==> src/hdl/rmst_pkg.sv <==
// Package for the range maximum segment tree: sizes, request codes,
// the memory request struct and the max helper.
// No dependencies.
package rmst_pkg;

   localparam int LEAF_BITS  = 10;
   localparam int LEAVES     = 1 << LEAF_BITS;
   localparam int NODE_BITS  = LEAF_BITS + 1;
   localparam int NODES      = 2 * LEAVES;
   localparam int WALK_BITS  = NODE_BITS + 1;
   localparam int POS_BITS   = 11;
   localparam int VALUE_BITS = 31;

   localparam logic REQ_UPDATE = 1'b0;
   localparam logic REQ_QUERY  = 1'b1;

   typedef struct packed {
      logic                  wr_en;
      logic [NODE_BITS-1:0]  wr_addr;
      logic [VALUE_BITS-1:0] wr_data;
      logic                  rd_en;
      logic [NODE_BITS-1:0]  rd_addr;
   } mem_req_type;

   function automatic logic [VALUE_BITS-1:0] larger(
      input logic [VALUE_BITS-1:0] a,
      input logic [VALUE_BITS-1:0] b
   );
      return (a > b) ? a : b;
   endfunction

endpackage

==> src/hdl/rmst_ctrl.sv <==
// Sequencer of the segment tree: clearing pass, leaf-to-root raise walk
// and bottom-up range walk over the node store. Depends on rmst_pkg.
module rmst_ctrl (
   input  logic                              clock,
   input  logic                              reset,
   input  logic                              start,
   output logic                              busy,
   input  logic                              req_type,
   input  logic [rmst_pkg::POS_BITS-1:0]     req_position,
   input  logic [rmst_pkg::VALUE_BITS-1:0]   req_update_value,
   input  logic [rmst_pkg::POS_BITS-1:0]     req_range_low,
   input  logic [rmst_pkg::POS_BITS-1:0]     req_range_high,
   input  logic [rmst_pkg::POS_BITS-1:0]     leaf_count,
   output rmst_pkg::mem_req_type             mem_req,
   input  logic [rmst_pkg::VALUE_BITS-1:0]   rd_data,
   output logic                              rsp_valid,
   output logic [rmst_pkg::VALUE_BITS-1:0]   rsp_max_value
);
   import rmst_pkg::*;

   localparam logic [1:0] ST_CLEAR  = 2'd0;
   localparam logic [1:0] ST_IDLE   = 2'd1;
   localparam logic [1:0] ST_UPDATE = 2'd2;
   localparam logic [1:0] ST_QUERY  = 2'd3;

   logic [1:0]            state_ff, state_in;
   logic [NODE_BITS-1:0]  node_ff, node_in;
   logic [WALK_BITS-1:0]  a_ff, a_in;
   logic [WALK_BITS-1:0]  b_ff, b_in;
   logic                  phase_ff, phase_in;
   logic                  pend_ff, pend_in;
   logic [NODE_BITS-1:0]  pend_addr_ff, pend_addr_in;
   logic [VALUE_BITS-1:0] value_ff, value_in;
   logic [VALUE_BITS-1:0] best_ff, best_in;
   logic                  rsp_valid_ff, rsp_valid_in;
   logic [VALUE_BITS-1:0] rsp_max_ff, rsp_max_in;

   logic [POS_BITS-1:0]   size;
   logic [POS_BITS-1:0]   lo_clip;
   logic [POS_BITS-1:0]   hi_clip;
   logic                  pos_ok;
   logic [VALUE_BITS-1:0] folded;

   always_comb begin
      size    = (leaf_count > POS_BITS'(LEAVES)) ? POS_BITS'(LEAVES) : leaf_count;
      lo_clip = (req_range_low == '0) ? POS_BITS'(1) : req_range_low;
      hi_clip = (req_range_high > size) ? size : req_range_high;
      pos_ok  = (req_position != '0) && (req_position <= size);
      folded  = pend_ff ? larger(best_ff, rd_data) : best_ff;
   end

   always_comb begin
      state_in     = state_ff;
      node_in      = node_ff;
      a_in         = a_ff;
      b_in         = b_ff;
      phase_in     = phase_ff;
      pend_in      = 1'b0;
      pend_addr_in = pend_addr_ff;
      value_in     = value_ff;
      best_in      = best_ff;
      rsp_valid_in = 1'b0;
      rsp_max_in   = rsp_max_ff;
      mem_req      = '0;

      case (state_ff)
         ST_CLEAR: begin
            mem_req.wr_en   = 1'b1;
            mem_req.wr_addr = node_ff;
            mem_req.wr_data = '0;
            node_in         = node_ff + NODE_BITS'(1);
            if (node_ff == '1) begin
               state_in = ST_IDLE;
            end
         end
         ST_IDLE: begin
            if (start) begin
               if (req_type == REQ_UPDATE) begin
                  if (pos_ok) begin
                     node_in  = NODE_BITS'(LEAVES) + NODE_BITS'(req_position)
                                - NODE_BITS'(1);
                     value_in = req_update_value;
                     state_in = ST_UPDATE;
                  end
               end else begin
                  best_in  = '0;
                  phase_in = 1'b0;
                  state_in = ST_QUERY;
                  if (lo_clip > hi_clip) begin
                     a_in = '0;
                     b_in = '0;
                  end else begin
                     a_in = WALK_BITS'(LEAVES) + WALK_BITS'(lo_clip) - WALK_BITS'(1);
                     b_in = WALK_BITS'(LEAVES) + WALK_BITS'(hi_clip);
                  end
               end
            end
         end
         ST_UPDATE: begin
            // The tree stays consistent, so every ancestor simply takes the
            // larger of its own value and the new one.
            if (pend_ff) begin
               mem_req.wr_en   = 1'b1;
               mem_req.wr_addr = pend_addr_ff;
               mem_req.wr_data = larger(rd_data, value_ff);
            end
            if (node_ff != '0) begin
               mem_req.rd_en   = 1'b1;
               mem_req.rd_addr = node_ff;
               pend_in         = 1'b1;
               pend_addr_in    = node_ff;
               node_in         = node_ff >> 1;
            end else begin
               state_in = ST_IDLE;
            end
         end
         ST_QUERY: begin
            best_in = folded;
            if (!phase_ff) begin
               if (a_ff >= b_ff) begin
                  rsp_valid_in = 1'b1;
                  rsp_max_in   = folded;
                  state_in     = ST_IDLE;
               end else begin
                  if (a_ff[0]) begin
                     mem_req.rd_en   = 1'b1;
                     mem_req.rd_addr = a_ff[NODE_BITS-1:0];
                     pend_in         = 1'b1;
                     a_in            = a_ff + WALK_BITS'(1);
                  end
                  phase_in = 1'b1;
               end
            end else begin
               if (b_ff[0]) begin
                  mem_req.rd_en   = 1'b1;
                  mem_req.rd_addr = NODE_BITS'(b_ff - WALK_BITS'(1));
                  pend_in         = 1'b1;
               end
               // An odd right edge drops by one first; the halving gives the
               // same parent either way.
               a_in     = a_ff >> 1;
               b_in     = b_ff >> 1;
               phase_in = 1'b0;
            end
         end
         default: begin
            state_in = ST_IDLE;
         end
      endcase
   end

   always_ff @(posedge clock) begin
      if (reset) begin
         state_ff     <= ST_CLEAR;
         node_ff      <= '0;
         phase_ff     <= 1'b0;
         pend_ff      <= 1'b0;
         rsp_valid_ff <= 1'b0;
      end else begin
         state_ff     <= state_in;
         node_ff      <= node_in;
         phase_ff     <= phase_in;
         pend_ff      <= pend_in;
         rsp_valid_ff <= rsp_valid_in;
      end
      a_ff         <= a_in;
      b_ff         <= b_in;
      pend_addr_ff <= pend_addr_in;
      value_ff     <= value_in;
      best_ff      <= best_in;
      rsp_max_ff   <= rsp_max_in;
   end

   assign busy          = (state_ff != ST_IDLE);
   assign rsp_valid     = rsp_valid_ff;
   assign rsp_max_value = rsp_max_ff;

endmodule

==> config.mk <==
export PLATFORM = sky130hd
export DESIGN_NAME = rmst_ctrl
export DESIGN_NICKNAME = d
export VERILOG_FILES = /design/src/hdl/rmst_pkg.sv /design/src/hdl/rmst_ctrl.sv
export SDC_FILE = /design/constraint.sdc
export NUM_CORES = 1
export LEC_CHECK = 0
export ABC_AREA = 1
export BUFFER_PORTS_ARGS = -buffer_cell sky130_fd_sc_hd__buf_4
export CORE_MARGIN = 2
export CORE_UTILIZATION = 30
export DETAILED_ROUTE_END_ITERATION = 12
export GPL_TIMING_DRIVEN = 0
export PLACE_DENSITY = 0.54
export SKIP_LAST_GASP = 1
export SYNTH_ARGS = -nofsm -noshare
export SYNTH_HDL_FRONTEND = slang
export SYNTH_SLANG_ARGS = --single-unit
==> constraint.sdc <==
create_clock -name clock -period 7.7 [get_ports clock]
set_input_delay 2.31 -clock clock [delete_from_list [all_inputs] [get_ports clock]]
set_output_delay 2.31 -clock clock [all_outputs]
set_load 0.01 [all_outputs]
# After elaboration in Yosys (flattened, before gate mapping)
# Cells that the tools add are included.
word_totals:
  reg_bits: 144
  in_bits: 110
  out_inout_bits: 88
  word_cells: 119
classes:
  n_addsub: 8
  n_lt_le_gt_ge: 7
  n_eq_ne: 18
  n_mux: 54
  n_bitwise: 3
  reduce_logical: 17
ops:
  columns: ["op", "count"]
  rows:
  - ["$mux W12", 15]
  - ["$mux W31", 5]
  - ["$pmux W43 S2", 1]
  - ["$mux W11", 7]
  - ["$pmux W12 S2", 3]
  - ["$gt A31 B31 Y1", 2]
  - ["$pmux W31 S2", 1]
  - ["$mux W43", 1]
  - ["$pmux W11 S3", 1]
  - ["$add A11 B11 Y12 const A", 2]
  - ["$gt A11 B11 Y1", 2]
  - ["$reduce_bool A11 Y1", 2]
  - ["$sub A11 B1 Y11 const B", 2]
  - ["$ne A2 B2 Y1 const B", 10]
  - ["$mux W2", 7]
  - ["$add A12 B1 Y12 const B", 1]
  - ["$ge A12 B12 Y1", 1]
  - ["$reduce_and A4 Y1", 3]
  - ["$sub A12 B1 Y12 const B", 1]
  - ["$add A11 B1 Y11 const B", 1]
  - ["$add A11 B11 Y11 const A", 1]
  - ["$eq A11 B11 Y1 const B", 1]
  - ["$gt A11 B11 Y1 const B", 1]
  - ["$le A11 B11 Y1", 1]
  - ["18 further kinds", 35]

# Depth between registers and ports, before layout
depth:
  word_depth: 9
  depth_mapped: 28
  mapped_depth_nobuf: 27

# Worst setup path before layout
# OpenSTA, ideal clock, no wires.
synth_timing:
  path_kind: "input to output"
  startpoint: "in rd_data[30] (netlist name)"
  endpoint: "out mem_req[25] (netlist name)"
  arrival_ns: 3.739
  required_time_ns: 5.390
  path_slack_ns: 1.651
  stages: 10
  n_path_buf: 1
  cell_sequence: "ha_1 > nand2_1 > nor2_2 > nand2_2 > nor3_4 > nand4_4 > buf_2 > nand3_1 > nand2_1 > nor2_1"
synth_rtl:
  columns: ["element", "line", "text"]
  rows:
  - ["start, declared", "rmst_ctrl.sv:15", "input logic [rmst_pkg::VALUE_BITS-1:0] rd_data,"]
  - ["end, declared", "rmst_ctrl.sv:14", "output rmst_pkg::mem_req_type mem_req,"]

==> impl_metrics.json <==
{
  "slew_headroom_pct": 28.9,
  "antenna_found_initial": 2,
  "drive_gt1_share_pct": 16.4,
  "numPortBuffers": 197,
  "first_global_vias": 9936,
  "p_leak_nw": 6.64,
  "ant_nets": 0,
  "layout.cells.non_filler": 2174,
  "skew_ns": 0.0123,
  "clkLatencyLatePin_ns": 0.44,
  "initial_core_util_pct": 30.6,
  "fin_area_um2": 13600,
  "setup_viol": 0,
  "drc": 0,
  "cts_tree": "done",
  "area.growth.synth_to_final_pct": 24.5,
  "grtUsageTotal_pct": 18.0,
  "die-area_um2": 38000,
  "synth_seq_cells": 144,
  "ctsRootBufferMaster": "clkbuf_16",
  "crit_fanout": 10,
  "num_vias": 10300,
  "synth_warnings": 0,
  "slowest_stage": "nor3_4",
  "syn_nets": 1706,
  "fin_tns_setup_ns": 0,
  "final_max_slew_viol_count": 0,
  "path_class": "in2out",
  "ys_seq_area_share_pct": 38.1,
  "crit_arrival_ns": 4.54,
  "io_pins": 198,
  "synth-main-ff-cell": "edfxtp_1",
  "swShare_pct": 26.7,
  "holdCritPathClass": "reg2reg",
  "fin_nets": 1924,
  "fillers": 3783,
  "clkSinkCount": 144,
  "placementRows": 69,
  "async_flop_share_pct": 0,
  "h-tree-depth": 4,
  "path_cells": "buf_4 -> ha_1 -> nand2_1 -> nor2_2 -> nand2_2 -> nor3_4 -> nand4_4 -> buf_2 -> nand3_1 -> nand2_1 -> nor2_1 -> buf_4",
  "wl_per_cell_um": 15.7,
  "power_frac_seq_pct": 44.5,
  "routabilityCongestion": 0.890,
  "start_kind": "input port",
  "cts_buffers": 17,
  "die-width_um": 195,
  "p_int_w": 0.00141,
  "synth_edf_count": 128,
  "grt_overflow": 0,
  "post-route-util_pct": 38.0,
  "period_needed_ns": 6.85,
  "cts_hold_buf": 0,
  "max_freq_mhz": 146,
  "dp.final_hpwl_um": 27600,
  "dpl_cell_area_um2": 13000,
  "rsz0062_at_grt": "no",
  "grt_pass1_wl_um": 53500,
  "post-cts-setup-buffers": 0,
  "hold_viol": 0,
  "syn_avg_cell_area_um2": 7.38,
  "drt_iter0_markers": 548,
  "comb_power_share_pct": 13.6,
  "cp-end-kind": "primary output",
  "netlist_instances": 1481,
  "placed_cells_incl_taps": 2141,
  "powerDensity_nw_per_um2": 141,
  "irDropWorstVdd_mv": 0.141,
  "via_per_inst": 4.72,
  "chipHeight_um": 195,
  "finalWirelength_um": 34100,
  "grt_max_degree": 34,
  "clkPwrFrac_pct": 41.9,
  "clk_pin_slew_ns": 0.06,
  "clock_path_buffers": 2,
  "cpPeakStageDelay_ns": 0.34,
  "status": "finished clean",
  "ys_types": 44,
  "hold_ws_ns": 0.433,
  "tightest_slew_ns": 1.06,
  "maxCapViolations": 0,
  "coreArea_um2": 35700,
  "netlist_area_um2": 10900,
  "firstDrtPassIters": 5,
  "post_cts_resized": 0,
  "crit_required_ns": 5.39,
  "switchingPower_w": 0.000511,
  "fin_crit_sh_pct": 88.9
}
## registers in the layout, indices dropped and copies added, names as in the netlist
| name | count |
|---|---|
| value_ff | 31 |
| node_ff | 11 |
| best_ff | 31 |
| pend_ff | 1 |
| state_ff | 2 |
| pend_addr_ff | 11 |
| rsp_max_value | 31 |
| rsp_valid | 1 |
| a_ff | 12 |
| b_ff | 12 |
| phase_ff | 1 |
## path summary, 6_finish.rpt
check,startpoint,endpoint,slack (ns),depth (start not counted)
max,rd_data[30],mem_req[26],0.85,12
max reg2reg,a_ff[8]$_DFFE_PP_,a_ff[8]$_DFFE_PP_,4.85,10
min reg2reg,node_ff[6]$_SDFFE_PP0P_,pend_addr_ff[6]$_DFFE_PP_,0.43,0
min,node_ff[6]$_SDFFE_PP0P_,pend_addr_ff[6]$_DFFE_PP_,0.43,0
## layout make-up
cell class	count	area, um^2	share of cell area (%)
antenna	1	2.50	0.0184
buffer	54	277	2.03
clock buffer	17	425	3.13
clock inverter	15	135	0.994
inverter	256	961	7.07
multi-input combinational	1027	5530	40.7
sequential	144	4160	30.6
tap	461	577	4.24
timing repair buffer	199	1530	11.2
## cells in the final DEF, fill, tap and decap left out, types with 2 or more instances in the layout
master / instances
ha_1: 115
buf_2: 20
nor2_1: 164
nand4_1: 21
clkinvlp_4: 3
nand2_4: 2
o211ai_1: 7
inv_2: 5
a21oi_1: 86
o21a_1: 4
clkinv_1: 4
xnor2_1: 3
nand3b_1: 7
nand2_1: 396
clkbuf_1: 25
buf_6: 5
edfxtp_1: 128
dfxtp_1: 16
o21ai_0: 58
o21bai_1: 2
clkbuf_16: 17
inv_6: 4
xor2_1: 7
nor3_1: 11
a21o_1: 3
a32oi_1: 3
clkinv_4: 4
nand2_2: 5
buf_4: 200
inv_1: 249
a22oi_1: 2
nand3_1: 111
nor2_2: 4
o22ai_1: 2
## power by group through the flow
| stage | clock, W | combinational (W) | sequential, W |
|---|---|---|---|
| 4_1_cts | 0.000821 | 0.000263 | 0.000852 |
| 5_1_grt | 0.000848 | 0.000301 | 0.000852 |
| 3_3_place_gp | 0 | 0.000256 | 0.000869 |
| 6_report | 0.000803 | 0.000261 | 0.000853 |
| 2_1_floorplan | 0 | 0.000154 | 0.000868 |
| 3_5_place_dp | 0 | 0.000262 | 0.000869 |
## cells by family after synthesis
kind of cell	Yosys count	share of synthesized area, %
AOI/OAI and AO/OA	173	8.61
xor gates and xnor gates	10	0.802
adders and majority gates	115	13.2
buffers and inverters	310	11.3
DFF	144	38.1
and+or+nand+nor	729	28.0
## through the flow
step | power, W | worst slack, ns
6_report | 0.00192 | 0.854
5_1_grt | 0.00200 | 0.691
4_1_cts | 0.00194 | 0.858
3_5_place_dp | 0.00113 | 0.857
3_3_place_gp | 0.00113 | 0.647
2_1_floorplan | 0.00102 | 1.65
## per-layer routing
| layer | global-route usage [%] | wire (um) | up-vias |
|---|---|---|---|
| met1 | 23.0 | 15100 | 4692 |
| met2 | 30.9 | 16200 | 294 |
| met4 | 4.66 | 499 | 2 |
| met5 | 0 | 16 | - |
| met3 | 3.80 | 2200 | 31 |
| li1 | - | - | 5238 |
## worst max-delay path, delay by kind of cell
kind / cells / cell delay (ns)
buf+inv: 3 / 0.59
fa+ha+maj: 1 / 0.29
simple gates: 8 / 1.34
## cells in the mapped netlist (2+ instances only)
cell type / count / area (um^2)
nand2_1: 396 / 1490
inv_1: 250 / 938
nor2_1: 165 / 619
edfxtp_1: 128 / 3840
ha_1: 115 / 1440
nand3_1: 111 / 556
a21oi_1: 86 / 430
o21ai_0: 58 / 290
clkbuf_1: 25 / 93.8
nand4_1: 21 / 131
buf_2: 20 / 100
dfxtp_1: 16 / 320
nor3_1: 11 / 55.1
nand3b_1: 7 / 52.6
o211ai_1: 7 / 52.6
xor2_1: 7 / 61.3
buf_6: 5 / 56.3
nand2_2: 5 / 31.3
inv_2: 4 / 15.0
nor2_2: 4 / 25.0
o21a_1: 4 / 30.0
a21o_1: 3 / 22.5
a32oi_1: 3 / 26.3
buf_4: 3 / 22.5
xnor2_1: 3 / 26.3
a22oi_1: 2 / 15.0
clkinv_1: 2 / 7.51
nand2_4: 2 / 22.5
o21bai_1: 2 / 15.0
o22ai_1: 2 / 12.5
Note: power is estimated with default switching activity, not from simulation.
